### src/design/mhks_pkg.sv
// shared constants, codes and types for the modulo hash key set
package mhks_pkg;

    localparam int KEY_W            = 31;
    localparam int CFG_W            = 9;
    localparam int OP_W             = 2;
    localparam int CNT_W            = $clog2(KEY_W);
    localparam int MAX_BUCKETS_DEF  = 256;
    localparam int SLOTS_DEF        = 4;

    localparam logic [CFG_W-1:0] BUCKET_COUNT_RESET = CFG_W'(11);

    localparam logic [OP_W-1:0] OP_FIND   = 2'd0;
    localparam logic [OP_W-1:0] OP_INSERT = 2'd1;
    localparam logic [OP_W-1:0] OP_REMOVE = 2'd2;

    localparam logic STATUS_DONE = 1'b0;
    localparam logic STATUS_FULL = 1'b1;

    typedef enum logic [1:0] {
        ST_CLEAR,
        ST_IDLE,
        ST_DIV,
        ST_CMP
    } state_t;

endpackage

### src/design/mhks_div.sv
// bit-serial remainder unit: one key bit per cycle
module mhks_div (
    input  logic                     clk,
    input  logic                     rst_n,
    input  logic                     start,
    input  logic [mhks_pkg::KEY_W-1:0] dividend,
    input  logic [mhks_pkg::CFG_W-1:0] modulus,
    output logic                     done,
    output logic [mhks_pkg::CFG_W-1:0] remainder
);

    logic                          busy_reg, busy_next;
    logic                          done_reg, done_next;
    logic [mhks_pkg::CNT_W-1:0]    cnt_reg, cnt_next;
    logic [mhks_pkg::KEY_W-1:0]    dvd_reg, dvd_next;
    logic [mhks_pkg::CFG_W-1:0]    mod_reg, mod_next;
    logic [mhks_pkg::CFG_W-1:0]    rem_reg, rem_next;
    logic [mhks_pkg::CFG_W:0]      trial;
    logic [mhks_pkg::CFG_W:0]      mod_ext;
    logic [mhks_pkg::CFG_W-1:0]    rem_step;

    always_comb
    begin
        trial    = {rem_reg, dvd_reg[cnt_reg]};
        mod_ext  = {1'b0, mod_reg};
        rem_step = (trial >= mod_ext) ? mhks_pkg::CFG_W'(trial - mod_ext)
                                      : mhks_pkg::CFG_W'(trial);

        busy_next = busy_reg;
        done_next = 1'b0;
        cnt_next  = cnt_reg;
        dvd_next  = dvd_reg;
        mod_next  = mod_reg;
        rem_next  = rem_reg;

        if (start)
        begin
            busy_next = 1'b1;
            cnt_next  = mhks_pkg::CNT_W'(mhks_pkg::KEY_W - 1);
            dvd_next  = dividend;
            mod_next  = modulus;
            rem_next  = '0;
        end
        else if (busy_reg)
        begin
            rem_next = rem_step;
            cnt_next = cnt_reg - 1'b1;
            if (cnt_reg == '0)
            begin
                busy_next = 1'b0;
                done_next = 1'b1;
            end
        end
    end

    always_ff @(posedge clk or negedge rst_n)
    begin
        if (!rst_n)
        begin
            busy_reg <= 1'b0;
            done_reg <= 1'b0;
            cnt_reg  <= '0;
        end
        else
        begin
            busy_reg <= busy_next;
            done_reg <= done_next;
            cnt_reg  <= cnt_next;
        end
    end

    always_ff @(posedge clk)
    begin
        dvd_reg <= dvd_next;
        mod_reg <= mod_next;
        rem_reg <= rem_next;
    end

    assign done      = done_reg;
    assign remainder = rem_reg;

endmodule

### config.mk
export PLATFORM = sky130hd
export DESIGN_NAME = mhks_div
export DESIGN_NICKNAME = d
export VERILOG_FILES = /design/src/design/mhks_pkg.sv /design/src/design/mhks_div.sv
export SDC_FILE = /design/constraint.sdc
export NUM_CORES = 1
export LEC_CHECK = 0
export BUFFER_PORTS_ARGS = -buffer_cell sky130_fd_sc_hd__buf_2
export CAP_MARGIN = 30
export CORE_MARGIN = 2
export CORE_UTILIZATION = 50
export CTS_CLUSTER_SIZE = 14
export DETAILED_ROUTE_END_ITERATION = 16
export PLACE_DENSITY_LB_ADDON = 0.12
export SKIP_CTS_REPAIR_TIMING = 1
export SLEW_MARGIN = 10
export SYNTH_ARGS = -nofsm -noshare
export SYNTH_HDL_FRONTEND = slang
export SYNTH_SLANG_ARGS = --single-unit
### constraint.sdc
create_clock -name clk -period 9.3 [get_ports clk]
set_clock_uncertainty 0.1 [all_clocks]
set_input_delay 0.93 -clock clk [delete_from_list [all_inputs] [get_ports clk]]
set_output_delay 0.93 -clock clk [all_outputs]
set_load 0.02 [all_outputs]
### After elaboration in Yosys (flattened, before gate mapping)

Index checks and enable logic that the tools add are counted.

| word-level totals | value |
|---|---|
| output and inout port bits | 10 |
| bits of input ports | 43 |
| register bits | 56 |
| word-level logic and storage cells | 23 |

| operators by class | value |
|---|---|
| multiplexer cells | 11 |
| add/subtract/negate cells | 2 |
| magnitude comparators | 2 |
| reductions and logical operators | 2 |

Operator list:

| cell | number |
|---|---|
| $ge A10 B9 Y1 | 1 |
| $mux W5 | 2 |
| $mux W9 | 1 |
| $sub A9 B9 Y9 | 1 |
| $mux W1 | 7 |
| $lt A5 B6 Y1 const B | 1 |
| $bmux W1 S5 | 1 |
| $logic_not A5 Y1 | 1 |
| $sub A5 B1 Y5 const B | 1 |
| $reduce_bool A2 Y1 | 1 |

### Longest topological paths before layout

| logic depth | value |
|---|---|
| depth after elaboration | 4 |
| mapped depth | 15 |
| gate-level depth less buffers | 13 |

### Least setup slack after synthesis

OpenSTA, ideal clock, no wires.

| timing path | value |
|---|---|
| path type | register to register |
| start point | reg cnt_reg[0] in the netlist's numbering |
| end point | reg rem_reg (netlist bit remainder[0]) |
| cell stages (with the launch flop) | 15 |
| data required time | 9.121 ns |
| period minus slack after synthesis | 3.616 ns |
| setup time | 0.079 ns |
| buffers on the path | 2 |
| arrival time | 3.436 ns |
| path slack | 5.684 ns |
| cell sequence | dfrtp_1 buf_6 mux4_2 mux4_2 o21ai_2 ha_1 inv_1 fa_1 nand3_1 a21oi_1 o31ai_1 nand2b_1 buf_2 mux2_1 a211oi_2 |

| between the ends | value |
|---|---|
| cells in the longest elaborated chain, start to end | 4 |
| elaborated cells between the ends (all ways) | 5 |
| those cells by class | 1 x add/sub; 1 x order compare; 3 x mux |

Ends and longest elaborated chain:

| what | line | RTL |
|---|---|---|
| from (decl) | mhks_div.sv:14 | `logic [mhks_pkg::CNT_W-1:0] cnt_reg, cnt_next;` |
| from (signal assigned) | mhks_div.sv:68 | `cnt_reg <= cnt_next;` |
| $bmux W1 S5 * | mhks_div.sv:24 | `trial = {rem_reg, dvd_reg[cnt_reg]};` |
| $mux W1 (implied by the code) * | mhks_div.sv:24 |  |
| $sub A9 B9 Y9 / $ge A10 B9 Y1 (equally long branches) | mhks_div.sv:26 | `rem_step = (trial >= mod_ext) ? mhks_pkg::CFG_W'(trial - mod_ext)` |
| $mux W9 * | mhks_div.sv:26 |  |
| to (signal assigned) | mhks_div.sv:76 | `rem_reg <= rem_next;` |
| to (decl) | mhks_div.sv:17 | `logic [mhks_pkg::CFG_W-1:0] rem_reg, rem_next;` |

Mark *: on every way between the ends. The rest lies on a longest branch, timed or not. The select of a mux whose other input is x is not followed.
A chain may end at the register's enable or synchronous reset.

### Final worst setup path

Same ends and word-level chain as after synthesis.

==> summary.txt <==
Timing
  – Unrepaired setup endpoints after global routing: no
  – Worst Tran Pin Value: ~0.75 ns
  – Count of final max-slew check failures: 0
  – Post-route minimum period: around 4.2 ns
  – Final setup fails: 0
  – Final period utilization: 0.4493
  – Setup_tns: 0 ns
  – Highest clock rate: approximately 240 MHz
  – Slew headroom: 0.4989
  – Setup WS post-layout: 5.121 ns
  – Final hold violation count: 0

Detailed routing
  – Routed met2 length: approximately 1.7 mm
  – DRT antenna net count: 0
  – Vias: around 1600
  – Final WL: 4.137 mm
  – M1 WL: roughly 2.1 mm
  – DR iter-0 viols: 142
  – Routed wl met3: 261 um
  – WL/cell: 13.39 um
  – Post-DR vias/cell: 5.039
  – Drt pass-1 iters: 4
  – Uppermost layer routed: met4
  – Drt drc: 0

Synthesis
  – Cell count after synthesis: 185
  – Most frequent cells after synthesis: edfxtp_1, nor2_1, inv_1, ha_1
  – Syn Std Cell Area: 0.002582 mm^2
  – Synthesized area per cell: between 10 and 15 um^2
  – Post-synthesis sequential area ratio: 0.6027
  – Leading cell types by total area after synthesis: edfxtp_1, dfxtp_1, dfrtp_1, ha_1, mux4_2
  – Top-area cell type share of the netlist area: 0.4651
  – EDFF count, synth: 40
  – Syn. warnings: 0
  – Flops & latches, synth: 56
  – Post-Syn Nets: 240
  – Most common flop cell mapped by yosys: edfxtp_1
  – FFs w/ async S/R, synth: 0.1250
  – Cell taking the most area after synthesis: edfxtp_1
  – Netlist cell types: 40
  – Top-count cell post-synth: edfxtp_1

Critical path
  – FF-to-FF path depth: 12
  – Cell family with most CP delay: multiplexers
  – Worst R2R Start: cnt_reg[0]
  – Crit path DAT: 4.31 ns
  – CP Capture Type: flop
  – Number of buffers and inverters on the critical path: 1
  – CP max FO: 12
  – FF-to-FF setup slack: a little over 5 ns
  – Worst path required time: 9.43 ns
  – Worst Setup Start Kind: flop
  – Crit path cell chain: mux4_1, mux4_2, o21ai_2, ha_1, inv_1, fa_1, nand3_1, a21oi_1, o31ai_1, nand2b_1, mux2_1, a211oi_2
  – R2r endpoint: remainder[0]
  – CP peak stage delay: 0.71 ns
  – CP Class: flop to flop
  – CP max stage cell: dfrtp_1

Cells and area
  – Fin area: ~0.0030 mm^2
  – Area of the multi-input gates: 944.7 um^2
  – N_diodes: 0
  – Largest register FFs: 31
  – Area grow syn2layout: 16.67%
  – Total Nets Final: between 200 and 300
  – Share of cells above drive strength 1: 0.2929
  – Storage cell area: roughly 0.0016 mm^2
  – Fillers: 405
  – Final core utilization: 0.5975

Global route
  – Largest net degree at the start of global routing: between 50 and 60
  – Number of global-route vias before repair: roughly 1400
  – Grt total ovfl: 0
  – Global-route wire length before repair: 6.672 mm
  – Initial antenna violation count: 0
  – Global Route Usage Sum: 0.1579

Place
  – Final Wtd Congestion: 0.8511
  – Placement Setup Slack: 5.121 ns
  – IO buf count: 52
  – Dpl hpwl: a little under 3 mm
  – Dpl cell area: 0.002902 mm^2

Floorplan
  – Die area: 0.005756 mm^2
  – Die X: 75.87 um
  – Die H: about 76 um
  – Core ar.: 0.005042 mm^2
  – Starting density of the core: 0.5122
  – Num rows: 26
  – I/O pin cnt: between 50 and 60

Pwr
  – Maximum vdd drop: about 0.00012 V
  – Pleak: 1.270 nW
  – Pwr dens: roughly 230 mW/mm^2
  – Pwr Total: 0.0006897 W

Clock tree
  – Clock tree from TritonCTS: done
  – CTS Buffer Depth: 2
  – TritonCTS Buffers: 5
  – Clock Tree Root: clkbuf_8
  – Clk pin slew, worst setup/hold paths: 0.10 ns
  – Worst skew pair latency: 0.30 ns
  – H-tree depth: 2
  – Clock Sinks: 56

Outcome
  – Outcome: finished clean

Worst hold path
  – Worst min path class: input pin to asynchronous set/reset pin

Run
  – Max Cap Violations: 0
report_power, final:
| group | switching, W | internal (W) |
|---|---|---|
| clock network | 0.0000757 | 0.0000797 |
| logic | 0.000108 | 0.0000991 |
| registers | 0.0000278 | 0.000299 |
| total | 0.000212 | 0.000478 |
how the worst max path moves through the flow:
stage | startpoint | to | slack [ns] | cells past startpoint
6_report | cnt_reg[0] | remainder[0] | 5.12 | 12
5_1_grt | cnt_reg[0] | remainder[0] | 4.78 | 12
4_1_cts | cnt_reg[0] | remainder[0] | 5.09 | 12
3_5_place_dp | cnt_reg[0] | remainder[0] | 5.12 | 12
3_3_place_gp | cnt_reg[0] | remainder[0] | 5.16 | 12
2_1_floorplan | cnt_reg[0] | remainder[0] | 5.68 | 14
kinds of logic (layout without fill, tap and decap cells):
kind of cell             count (synthesis)  count (layout)  synth area share
flip-flops                              56              56            0.6027
AND/OR/NAND/NOR                         43              43           0.08334
AO/OA/AOI/OAI                           27              27           0.07558
buffers and inverters                   19              73           0.03149
multiplexers                            18              18            0.1119
adder cells (fa/ha/maj)                 12              12           0.06105
XOR/XNOR                                10              10           0.03391
cell usage in the layout (no fill, tap or decap), types with 3 or more instances in the layout:
cell type   n
nor2_1     16
xnor2_1     6
nor3_1      4
nand2b_1    8
nand2_1     5
clkbuf_8    5
o21ai_0     3
edfxtp_1   40
a21oi_1     3
mux2i_1     9
buf_2      52
xor2_1      4
dfrtp_1     7
inv_1      12
mux4_2      6
dfxtp_1     9
ha_1       11
a211oi_1    7
layout make-up:
| cell class | instances | area share |
|---|---|---|
| inverter | 12 | 0.01495 |
| timing repair buffer | 53 | 0.08887 |
| sequential | 56 | 0.5166 |
| clock inverter | 3 | 0.01412 |
| multi-input combinational | 110 | 0.3135 |
| tap | 70 | 0.02907 |
| clock buffer | 5 | 0.02284 |
through the flow:
step / hold slack [ns] / cells
after floorplan: 0.4174 / 185
after global placement: 0.4088 / 301
after detailed placement: 0.4173 / 301
after CTS: 0.3389 / 309
after global routing: 0.3416 / 309
final: 0.3503 / 309
routing by layer:
metal  track usage  vias up
met1        0.2431      711
met4       0.04678        0
met3       0.03571        2
li1              -      796
met5             0        -
met2        0.2232       48
No activity file was read; power rests on OpenSTA's default activity.
