$ cat src/design/mhks_ram.sv
// generic single-port ram with registered read
module mhks_ram #(
    parameter int WIDTH = 8,
    parameter int DEPTH = 16
) (
    input  logic                     clk,
    input  logic                     we,
    input  logic [$clog2(DEPTH)-1:0] addr,
    input  logic [WIDTH-1:0]         wdata,
    output logic [WIDTH-1:0]         rdata
);

    logic [WIDTH-1:0] mem [DEPTH];
    logic [WIDTH-1:0] rdata_reg;

    always_ff @(posedge clk)
    begin
        if (we)
        begin
            mem[addr] <= wdata;
        end
        rdata_reg <= mem[addr];
    end

    assign rdata = rdata_reg;

endmodule

$ cat config.mk
export PLATFORM = sky130hd
export DESIGN_NAME = mhks_ram
export DESIGN_NICKNAME = d
export VERILOG_FILES = /design/src/design/mhks_ram.sv
export SDC_FILE = /design/constraint.sdc
export NUM_CORES = 1
export LEC_CHECK = 0
export ABC_CLOCK_PERIOD_IN_PS = 2210
export BUFFER_PORTS_ARGS = -buffer_cell sky130_fd_sc_hd__buf_2
export CELL_PAD_IN_SITES_DETAIL_PLACEMENT = 1
export CELL_PAD_IN_SITES_GLOBAL_PLACEMENT = 2
export CORE_MARGIN = 5
export CORE_UTILIZATION = 43
export CTS_CLUSTER_SIZE = 25
export DETAILED_ROUTE_END_ITERATION = 12
export HOLD_SLACK_MARGIN = 0.02
export PLACE_DENSITY = 0.74
export SETUP_SLACK_MARGIN = 0.1
export SLEW_MARGIN = 5
export SYNTH_ARGS = -nofsm -noshare
export SYNTH_HDL_FRONTEND = slang
export SYNTH_SLANG_ARGS = --single-unit
$ cat constraint.sdc
create_clock -name clk -period 2.21 [get_ports clk]
set_clock_uncertainty 0.05 [all_clocks]
set_input_delay 0.221 -clock clk [delete_from_list [all_inputs] [get_ports clk]]
set_output_delay 0.221 -clock clk [all_outputs]
set_load 0.01 [all_outputs]
Word level (Yosys, flattened, before mapping)
Memory sizes are Yosys's and may differ from the RTL's. A register that Yosys moved wholly into a read port is not among the register bits.
Cells that the tools add are included.
{"block": "totals", "reg_bits": 0, "output_inout_bits": 8, "latch_bits": 0, "romBits": 0, "ram_bits": 128, "memories": 1}
{"memory": "mem", "depth": 16, "word_bits": 8, "rd": 1, "rd_clocked_by_memory_dff": 1, "write_ports": 1, "line": "13", "rtl": "logic [WIDTH-1:0] mem [DEPTH];"}
{"block": "op_classes", "mul": 0, "reduce_logical": 0, "addsub": 0, "n_lt_le_gt_ge": 0, "n_shift": 0, "bitwise": 0, "eq_ne": 0, "n_div": 0, "n_mux": 2}
{"op": "1-bit two-way mux", "count": 2}

Longest topological paths before layout
Gate-level depths: netlist (run 1).
{"block": "depth", "ltp_word": 2, "mapped_depth": 5, "mapped_depth_nobuf": 3}

Least setup slack after synthesis (run 1)
OpenSTA, ideal clock, no wires.
{"block": "synth_timing", "kind": "input -> register", "start": "input port addr[2]", "end": "memory mem[0][0] (enable)", "stages": 2, "setup_slack_ns": 0.446, "arrival_ns": 1.331, "setup_ns": 0.383, "path_cell_list": "or3b_2 nor3_1"}
{"element": "start, declared", "line": "8", "rtl": "input logic [$clog2(DEPTH)-1:0] addr,"}
{"element": "end, declared", "line": "13"}
No word-level cell before the write port.

==> results by group, run 1 <==
Clocking
  • Clock buffer count from CTS: 17
  • CTS tree: built
  • CTS root buffer: clkbuf_16
  • PostCTS Resize Cnt: 0
  • Postcts setup bufs: 0
  • # H-tree levels: 4
  • Clock Latency Late Sink: 0.41 ns
  • Max Buffers Root-to-Sink: 2
  • Clk slew on worst S/H paths: 0.06 ns
  • Sink Count: 136
  • Cts hold-fix bufs: 0

Logic synthesis
  • Async S/R FF share, synth: 0%
  • Top cells by count, synth: edfxtp_1 (128), mux4_2 (32), a22oi_1 (16)
  • Most repeated cell in the gate-level netlist after synthesis: edfxtp_1
  • Synthesis Warnings: 0
  • Synth Flop Type: edfxtp_1
  • XOR/XNOR Fraction of Synth Area: 0%
  • Number of distinct library cells after synthesis: 18
  • Post-Syn Area: 0.00507 sq mm
  • Syn_nets: 244
  • Top post-synthesis cells by area: edfxtp_1 (76%), mux4_2 (14%), dfxtp_1 (3.2%)
  • Top-area cell type share of the netlist area: 75.9%
  • Fraction of the mapped netlist area in adder cells: 0%
  • Synth area leader: edfxtp_1
  • Post-synthesis sequential area ratio: 79.0%
  • FF+latch count, synth: 136
  • Simple-gate share of the synthesized area: 3.21%
  • Post-Syn Instances: 230
  • Number of flops mapped to enable cells by yosys: 128
  • Compound-gate portion of the synthesized area: 2.37%
  • Syn_area_per_cell: 22.0 sq um
  • Mux contribution to synthesized area: 14.2%
  • Main combinational cell family by area after synthesis: multiplexers

Critical path
  • Worst stage delay on the critical path: 0.48 ns
  • Worst Setup End Kind: register
  • Crit path max-delay cell type: mux4_2
  • Worst Path Buf+Inv: 0
  • Critical-path maximum fanout: 1
  • Crit path kind: register to register
  • Startpoint types: register
  • Arrival time at the worst endpoint: 1.61 ns
  • Top Family by Delay on Critical Path: multiplexers
  • Req. time, crit path: 2.44 ns
  • Critical-path cell list: mux4_2 -> a22oi_1 -> nand2_1

GRT
  • Number of global-route vias before repair: 2731
  • Initial antenna violation count: 0
  • GRT Overall Usage: 16.0%
  • Largest net degree at the start of global routing: 23
  • Overflow after GRT: 0
  • First-pass GRT wire length: 16300 um

Routing
  • Total Wirelength: 10400 um
  • Vias per std cell: 5.47
  • Initial drt markers: 163
  • Vias: 2401
  • WL per Instance: 23.7 um
  • Routed Antenna Nets: 0
  • First-pass DRT Iterations: 6
  • DRC: 0

Placed design
  • Placer Congestion: 0.744
  • DP HPWL: 6740 um
  • Placed cell areas: 0.00550 sq mm
  • Port Buffers: 21

Cells and area
  • Design area: 0.00613 sq mm
  • Nets@finish: 297
  • Share of cells above drive strength 1: 36.5%
  • Fillcell total: 1000
  • Number of flip-flops in the largest register: 128
  • Diodes inserted: 0
  • Layout overhead on the synthesized area: 21.0%

Power
  • Lkg Pwr: 0.00205 uW
  • Maximum vdd drop: 0.435 mV
  • Power per Cell Area: 1000 mW/mm^2

STA
  • Final-report hold violation count: 0
  • Pins Over Slew Limit: 0
  • Slew headroom: 63.8%
  • Worst-Margin Slew: 0.543 ns
  • Setup TNS: 0 ns
  • FMAX: 726 MHz
  • Setup violations, final: 0
  • RSZ-0062 raised after global routing: false
  • Final Critical Period: 1.38 ns
  • Fin crit share: 62.3%

Floorplanning
  • Die span in x: 119 um
  • I/O pins: 22
  • Core area: 0.0115 sq mm
  • Die Ht: 119 um
  • DIE AREA: 0.0141 sq mm
  • FP Rows: 39
  • Starting density of the core: 44.2%

Run
  • Total of max-cap violations: 0

Worst hold path
  • Min-delay worst type: input pin to register

Outcome
  • Outcome: complete, no violations
==> metal layers <==
layer	up-vias	wire length, um	global-route usage [%]
li1	1072	-	-
met1	1267	4270	19.7
met2	51	5610	27.2
met3	11	414	4.44
met4	0	121	5.32
met5	-	0	0
==> worst reg2reg max path, stage by stage, from the launching register on <==
cell	delay, ns
edfxtp_1	0.37
mux4_2	0.48
a22oi_1	0.26
nand2_1	0.10
==> kinds of logic (layout without fill, tap and decap cells) <==
logic type / count (synthesis) / in the layout
buf+inv: 11 / 77
simple gates: 35 / 35
flops: 136 / 136
mux: 32 / 32
compound gates: 16 / 16
==> path summary, 6_finish.rpt <==
path	startpoint	endpoint	slack, ns	cells past startpoint
setup / recovery	mem[11][1]$_DFFE_PP_	rdata[1]$_DFF_P_	0.83	3
hold / removal	wdata[3]	mem[7][3]$_DFFE_PP_	0.14	1
setup reg to reg	mem[11][1]$_DFFE_PP_	rdata[1]$_DFF_P_	0.83	3
hold reg to reg	mem[15][7]$_DFFE_PP_	rdata[7]$_DFF_P_	0.64	3
==> cell usage in the layout (no fill, tap or decap) <==
cell	instances
clkinvlp_4	4
clkbuf_8	2
buf_2	21
bufinv_16	4
nand3b_1	2
nand2b_1	2
and2_1	1
nor3_1	4
or3b_2	1
buf_12	2
mux4_2	32
clkinv_2	1
nand3_1	1
edfxtp_1	128
buf_4	22
clkbuf_16	17
a22oi_1	16
dfxtp_1	8
clkbuf_1	2
nand2_1	9
clkinv_4	2
nor2_1	13
nor2b_1	2
==> stage by stage <==
| step | hold slack (ns) | instances | worst slack [ns] | utilization [%] | total power [uW] |
|---|---|---|---|---|---|
| finish | 0.138 | 439 | 0.833 | 53.5 | 6150 |
| detailed placement | 0.568 | 407 | 0.468 | 47.9 | 3240 |
| global route | 0.137 | 439 | 0.760 | 53.5 | 6390 |
| floorplan | 0.270 | 230 | 0.446 | - | 3110 |
| global placement | 0.561 | 407 | 0.459 | 47.9 | 3230 |
| CTS | 0.126 | 439 | 0.794 | 53.5 | 6220 |
==> layout make-up <==
type	instances	area [sq um]	share of cell area (%)
Multi-Input combinational cell	83	1000	16.4
Sequential cell	136	4000	65.3
Clock buffer	21	460	7.51
Tap cell	143	179	2.92
Clock inverter	11	173	2.82
Timing Repair Buffer	45	310	5.06
==> report_power, final <==
group | internal, uW | total, uW | switching, uW
combinational | 122 | 280 | 158
clock | 1950 | 2960 | 1010
sequential | 2880 | 2910 | 21.0
total | 4950 | 6150 | 1190
Power figures use the tool's default switching activity.
==> run 2, diff against run 1 <==
--- a/config.mk
+++ b/config.mk
@@ -5,16 +5,17 @@
 export SDC_FILE = /design/constraint.sdc
 export NUM_CORES = 1
 export LEC_CHECK = 0
-export ABC_CLOCK_PERIOD_IN_PS = 2210
+export ABC_AREA = 1
+export ABC_CLOCK_PERIOD_IN_PS = 1200
 export BUFFER_PORTS_ARGS = -buffer_cell sky130_fd_sc_hd__buf_2
 export CELL_PAD_IN_SITES_DETAIL_PLACEMENT = 1
 export CELL_PAD_IN_SITES_GLOBAL_PLACEMENT = 2
 export CORE_MARGIN = 5
-export CORE_UTILIZATION = 43
+export CORE_UTILIZATION = 36
 export CTS_CLUSTER_SIZE = 25
 export DETAILED_ROUTE_END_ITERATION = 12
 export HOLD_SLACK_MARGIN = 0.02
-export PLACE_DENSITY = 0.74
+export PLACE_DENSITY = 0.77
 export SETUP_SLACK_MARGIN = 0.1
 export SLEW_MARGIN = 5
 export SYNTH_ARGS = -nofsm -noshare
==> constraint.sdc (replaced) <==
create_clock -name clk -period 1.2 [get_ports clk]
set_clock_uncertainty 0.05 [all_clocks]
set_input_delay 0.12 -clock clk [delete_from_list [all_inputs] [get_ports clk]]
set_output_delay 0.12 -clock clk [all_outputs]
set_load 0.01 [all_outputs]
==> run 2 against run 1 <==
Synthesized cell count is 140% higher. Count of clock-buffer cells in the layout is 7 higher. Power increased by 78%. First-iteration DRC count is 20% higher. Sequential share of layout area is 7.2 points lower. Global-route usage up 1.0 points. Register-to-register slack worse by 0.69 ns. Critical path depth fell by 2. Wire length increased by 39%. Highest routed layer unchanged.
==> results by group, run 2 <==
Logic synthesis
  • Most repeated cell in the gate-level netlist after synthesis: nand2_1
  • Syn_nets: 562 (+130%)
  • Number of distinct library cells after synthesis: 11 (-7)
  • Number of flops mapped to enable cells by yosys: 128 (unchanged)
  • Synth Flop Type: edfxtp_1
  • Post-synthesis sequential area ratio: 71.6% (-7.4 points)
  • Top-area cell type share of the netlist area: 68.7% (-7.1 points)
  • Post-Syn Instances: 548 (+140%)
  • Top cells by count, synth: nand2_1 (346), edfxtp_1 (128), inv_1 (21)
  • Post-Syn Area: 0.00559 sq mm (+10%)
  • Synth area leader: edfxtp_1
  • Top post-synthesis cells by area: edfxtp_1 (69%), nand2_1 (23%), dfxtp_1 (2.9%)
  • FF+latch count, synth: 136 (unchanged)
  • Synthesis Warnings: 0 (unchanged)
  • Async S/R FF share, synth: 0% (unchanged)
  • Syn_area_per_cell: 10.2 sq um (-54%)

Cells and area
  • Most frequent cells in the layout: nand2_1 (329), edfxtp_1 (128), buf_2 (18)
  • Diodes inserted: 0 (unchanged)
  • Share of cells above drive strength 1: 19.7% (-17 points)
  • Layout overhead on the synthesized area: 23.2%
  • Number of flip-flops in the largest register: 128 (unchanged)
  • Fillcell total: 1657 (+66%)
  • Design area: 0.00689 sq mm (+12%)
  • Most common cell after layout, fill and taps aside: nand2_1
  • Register area: 0.00401 sq mm (about the same)
  • Nets@finish: 601 (+100%)
  • Multi-input gate area: 0.00161 sq mm (+60%)
  • Final core utilization: 45.3% (-8.1 points)

STA
  • Slew headroom: 71.4% (+7.6 points)
  • RSZ-0062 raised after global routing: true
  • Worst-Margin Slew: 0.430 ns (-0.113 ns)
  • Worst setup margin: 0.123 ns (-0.711 ns)
  • Pins Over Slew Limit: 0 (unchanged)
  • Setup TNS: 0 ns (unchanged)
  • Setup violations, final: 0 (unchanged)
  • Fin crit share: 89.8%
  • Final-report hold violation count: 0 (unchanged)
  • FMAX: 928 MHz
  • Final Critical Period: 1.08 ns

Critical path
  • Worst R2R Path Depth: 8 (+5)
  • Critical Path Stages: 1 (-2)
  • Worst stage delay on the critical path: 0.37 ns (-0.11 ns)
  • Worst Path Buf+Inv: 1 (+1)
  • Req. time, crit path: 1.03 ns (-1.41 ns)
  • Critical-path maximum fanout: 1 (unchanged)
  • CP Capture Point: rdata[0]
  • Critical-path cell list: buf_6
  • Setup crit start: rdata[0]$_DFF_P_
  • Top Family by Delay on Critical Path: flip-flops
  • Crit path max-delay cell type: dfxtp_2
  • Startpoint types: register
  • Worst Setup End Kind: output port
  • Reg-to-Reg End: rdata[3]$_DFF_P_
  • Crit path kind: register to output port
  • Worst r2r src: mem[3][3]$_DFFE_PP_
  • Reg2Reg Setup Slack: 0.14 ns (-0.69 ns)
  • Arrival time at the worst endpoint: 0.91 ns (-0.70 ns)

Floorplanning
  • Core area: 0.0152 sq mm (+33%)
  • Die span in x: 135 um (+14%)
  • DIE AREA: 0.0181 sq mm (+29%)
  • FP Rows: 45 (+15%)
  • Die Ht: 135 um (+14%)
  • I/O pins: 22 (unchanged)
  • Starting density of the core: 36.8% (-7.4 points)

Placed design
  • Placed cell areas: 0.00628 sq mm (+14%)
  • DP Worst Slack: -0.165 ns (-0.633 ns)
  • Port Buffers: 21 (unchanged)
  • DP HPWL: 9600 um (+43%)
  • Placer Congestion: 0.805 (+8.1%)

Routing
  • DRC: 0 (unchanged)
  • Met2 Routed Length: 7210 um (+29%)
  • Vias: 3714 (+55%)
  • WL per Instance: 18.3 um (-23%)
  • Total Wirelength: 14400 um (+39%)
  • Routed Antenna Nets: 0 (unchanged)
  • Vias per std cell: 4.71 (-14%)
  • DR WL met3: 334 um (-19%)
  • Top sig layer: met4
  • First-pass DRT Iterations: 4 (-2)
  • Initial drt markers: 196 (+20%)
  • WL met1: 6650 um (+56%)

Outcome
  • Outcome: complete, no violations

GRT
  • Overflow after GRT: 0 (unchanged)
  • Initial antenna violation count: 0 (unchanged)
  • First-pass GRT wire length: 22300 um (+37%)
  • Number of global-route vias before repair: 3880 (+42%)
  • Largest net degree at the start of global routing: 30 (+30%)
  • GRT Overall Usage: 17.0% (+1.0 points)

Clocking
  • Sink Count: 136 (unchanged)
  • CTS tree: built
  • Postcts setup bufs: 0 (unchanged)
  • # H-tree levels: 4 (unchanged)
  • CTS root buffer: clkbuf_16
  • Clk slew on worst S/H paths: 0.06 ns (about the same)
  • Clock buffer count from CTS: 17 (unchanged)
  • Clock Latency Late Sink: 0.42 ns (about the same)
  • Max Buffers Root-to-Sink: 2 (unchanged)
  • Cts hold-fix bufs: 0 (unchanged)

Power
  • Power per Cell Area: 1590 mW/mm^2 (+59%)
  • Maximum vdd drop: 1.39 mV (+220%)
  • Lkg Pwr: 0.00286 uW (+40%)

Worst hold path
  • Min-delay worst type: input pin to register

Run
  • Total of max-cap violations: 0 (unchanged)
run 2: cell families after synthesis:
logic type             Yosys count  share of synthesized area [%]
AND/OR/NAND/NOR                368                           24.8
buffers and inverters           44                           3.62
flip-flops                     136                           71.6
run 2: power by group:
group / internal, uW / leakage [uW] / switching, uW
clock network: 2950 / 0.000272 / 1810
logic: 272 / 0.00136 / 567
registers: 5320 / 0.00122 / 38.5
total: 8540 / 0.00286 / 2420
run 2: final cells by class:
type | count | area share (%)
Clock inverter | 4 | 0.272
Sequential cell | 136 | 58.1
Inverter | 23 | 1.62
Tap cell | 188 | 3.41
Clock buffer | 28 | 7.64
Timing Repair Buffer | 41 | 5.56
Multi-Input combinational cell | 368 | 23.4
run 2: what timing repair did:
action	CTS	global route
setup endpoints to repair	3	7
pin swaps	0	31
gates cloned	0	0
endpoints found under the hold margin	0	0
resized for setup	5	23
run 2: how the worst min path moves through the flow:
| stage | from | endpoint | slack [ns] | depth (start not counted) |
|---|---|---|---|---|
| finish | wdata[4] | mem[9][4]$_DFFE_PP_ | 0.09 | 1 |
| global route | wdata[4] | mem[8][4]$_DFFE_PP_ | 0.08 | 1 |
| CTS | wdata[4] | mem[12][4]$_DFFE_PP_ | 0.08 | 1 |
| detailed placement | rdata[5]$_DFF_P_ | rdata[5] | 0.47 | 1 |
| global placement | rdata[1]$_DFF_P_ | rdata[1] | 0.47 | 1 |
| floorplan | wdata[0] | mem[0][0]$_DFFE_PP_ | 0.17 | 0 |
run 2: through the flow:
step | power (uW) | hold slack, ns | cells
2_1_floorplan | 5890 | 0.169 | 548
4_1_cts | 11000 | 0.0789 | 788
6_report | 11000 | 0.0904 | 788
5_1_grt | 11300 | 0.0816 | 788
3_3_place_gp | 6250 | 0.471 | 756
3_5_place_dp | 6270 | 0.471 | 756
run 2: per-layer routing:
layer / GRT usage (%) / vias up
met4: 6.22 / 0
met2: 28.1 / 42
met1: 21.9 / 1814
li1: - / 1841
met3: 3.95 / 17
met5: 0 / -
==> run 3, diff against run 2 <==
--- a/config.mk
+++ b/config.mk
@@ -7,7 +7,7 @@
 export LEC_CHECK = 0
 export ABC_AREA = 1
 export ABC_CLOCK_PERIOD_IN_PS = 1200
-export BUFFER_PORTS_ARGS = -buffer_cell sky130_fd_sc_hd__buf_2
+export BUFFER_PORTS_ARGS = -buffer_cell sky130_fd_sc_hd__clkbuf_2
 export CELL_PAD_IN_SITES_DETAIL_PLACEMENT = 1
 export CELL_PAD_IN_SITES_GLOBAL_PLACEMENT = 2
 export CORE_MARGIN = 5
@@ -16,6 +16,7 @@
 export DETAILED_ROUTE_END_ITERATION = 12
 export HOLD_SLACK_MARGIN = 0.02
 export PLACE_DENSITY = 0.77
+export RECOVER_POWER = 50
 export SETUP_SLACK_MARGIN = 0.1
 export SLEW_MARGIN = 5
 export SYNTH_ARGS = -nofsm -noshare
==> run 3 against run 2 <==
Global-route usage rose by 0.43 points. Combinational power shrank 4.2%. Flip-flop and latch count stayed put. Critical path depth up 5.
==> results by group, run 3 (synthesized netlist as in run 2, its figures left out) <==
STA
  • Final Critical Period: 1.08 ns (+0.00723 ns)
  • Worst-Margin Slew: 1.00 ns (+0.571 ns)
  • Pins Over Slew Limit: 0 (unchanged)
  • Slew headroom: 33.3% (-38 points)
  • Fin crit share: 90.4% (+0.60 points)
  • Final-report hold violation count: 0 (unchanged)
  • FMAX: 922 MHz (-0.67%)
  • RSZ-0062 raised after global routing: true
  • Setup violations, final: 0 (unchanged)

Routing
  • Vias per std cell: 4.82 (+2.3%)
  • First-pass DRT Iterations: 4 (unchanged)
  • Total Wirelength: 14700 um (+1.9%)
  • Routed Antenna Nets: 0 (unchanged)
  • DRC: 0 (unchanged)
  • WL per Instance: 18.5 um (+0.89%)
  • Initial drt markers: 213 (+8.7%)
  • Vias: 3839 (+3.4%)

Cells and area
  • Design area: 0.00689 sq mm (about the same)
  • Share of cells above drive strength 1: 16.4% (-3.2 points)
  • Most common cell after layout, fill and taps aside: nand2_1
  • Register area: 0.00401 sq mm (about the same)
  • Layout overhead on the synthesized area: 23.2% (about the same)
  • Fillcell total: 1690 (+2.0%)
  • Most frequent cells in the layout: nand2_1 (339), edfxtp_1 (128), inv_1 (17), clkbuf_16 (17), buf_4 (15)
  • Nets@finish: 609 (+1.3%)
  • Non-filler cells, final: 796 (+1.0%)
  • Multi-input gate area: 0.00155 sq mm (-3.9%)
  • Diodes inserted: 0 (unchanged)
  • Number of flip-flops in the largest register: 128 (unchanged)

Clocking
  • Clock buffer count from CTS: 17 (unchanged)
  • Max Buffers Root-to-Sink: 2 (unchanged)
  • CTS root buffer: clkbuf_16
  • Clock Latency Late Sink: 0.42 ns (about the same)
  • CTS tree: built
  • Clk slew on worst S/H paths: 0.06 ns (about the same)
  • Sink Count: 136 (unchanged)
  • # H-tree levels: 4 (unchanged)
  • Cts hold-fix bufs: 0 (unchanged)

Floorplanning
  • Core area: 0.0152 sq mm (unchanged)
  • Die Ht: 135 um (unchanged)
  • FP Rows: 45 (unchanged)
  • DIE AREA: 0.0181 sq mm (unchanged)
  • I/O pins: 22 (unchanged)
  • Starting density of the core: 36.8% (unchanged)
  • Die span in x: 135 um (unchanged)

Critical path
  • Worst stage delay on the critical path: 0.32 ns (-0.05 ns)
  • Top Family by Delay on Critical Path: buffers and inverters
  • Reg2Reg Setup Slack: 0.14 ns (about the same)
  • Crit path max-delay cell type: clkbuf_2
  • Crit path kind: input pin to register
  • Worst Setup End Kind: register
  • Req. time, crit path: 1.23 ns (+0.20 ns)
  • Critical-path maximum fanout: 10 (+9)
  • Startpoint types: input pin
  • Arrival time at the worst endpoint: 1.12 ns (+0.21 ns)
  • Most used cell, CP: clkbuf_2
  • Critical-path cell list: clkbuf_2 -> buf_12 -> inv_12 -> nand3_2 -> nor2_1 -> clkbuf_2
  • Worst Path Buf+Inv: 4 (+3)

Run
  • Total of max-cap violations: 0 (unchanged)

Power
  • Power per Cell Area: 1620 mW/mm^2 (+1.8%)
  • Lkg Pwr: 0.00288 uW (+0.72%)
  • Total power: 11100 uW (+1.7%)
  • Maximum vdd drop: 1.02 mV (-27%)

Placed design
  • DP HPWL: 9570 um (-0.34%)
  • Placer Congestion: 0.793 (-1.4%)
  • Placed cell areas: 0.00639 sq mm (+1.8%)
  • Placed cells: 764 (+1.1%)
  • Port Buffers: 21 (unchanged)

Outcome
  • Outcome: complete, no violations

GRT
  • Largest net degree at the start of global routing: 35 (+17%)
  • Number of global-route vias before repair: 4190 (+8.0%)
  • Initial antenna violation count: 0 (unchanged)
  • Overflow after GRT: 0 (unchanged)
  • First-pass GRT wire length: 23300 um (+4.4%)
  • GRT Overall Usage: 17.4% (+0.43 points)

Worst hold path
  • Min-delay worst type: input pin to register
[run 3: metrics by stage]
| step | worst slack (ns) | setup TNS (ns) | hold slack, ns | util (%) |
|---|---|---|---|---|
| after CTS | 0.0966 | 0 | 0.145 | 45.7 |
| after floorplan | 0.0789 | 0 | 0.169 | - |
| after global placement | -0.136 | -10.62 | 0.461 | 42.1 |
| after global routing | 0.0479 | 0 | 0.259 | 45.3 |
| final | 0.116 | 0 | 0.249 | 45.3 |
| after detailed placement | -0.161 | -13.92 | 0.464 | 42.1 |
[run 3: area by class of cell]
type / count / share of cell area, %
Clock inverter: 11 / 1.56
Tap cell: 188 / 3.42
Inverter: 23 / 1.62
Multi-Input combinational cell: 368 / 22.5
Clock buffer: 21 / 6.54
Timing Repair Buffer: 49 / 6.23
Sequential cell: 136 / 58.2
[run 3: final timing paths]
path,start,to,cells past startpoint
hold / removal,wdata[7],mem[5][7]$_DFFE_PP_,1
hold reg to reg,mem[0][1]$_DFFE_PP_,rdata[1]$_DFF_P_,8
setup / recovery,addr[0],mem[14][1]$_DFFE_PP_,6
setup reg to reg,mem[8][7]$_DFFE_PP_,rdata[7]$_DFF_P_,8
[run 3: report_power, final]
part / internal, uW / switching (uW)
registers: 5320 / 34.0
logic: 260 / 543
clock network: 3080 / 1920
total: 8650 / 2500
[run 3: what timing repair did]
item,4_1_cts,5_1_grt
gates resized for setup,1,13
setup buffers,0,0
gates cloned,0,0
pin swaps,0,18
setup endpoints to repair,1,9
[run 3: per-layer routing]
| layer | share of wire, % | track usage (%) | vias to the layer above |
|---|---|---|---|
| li1 | - | - | 1847 |
| met3 | 2.4 | 3.73 | 23 |
| met2 | 51 | 30.2 | 55 |
| met5 | 0 | 0 | - |
| met1 | 45 | 21.3 | 1914 |
| met4 | 2.1 | 6.62 | 0 |
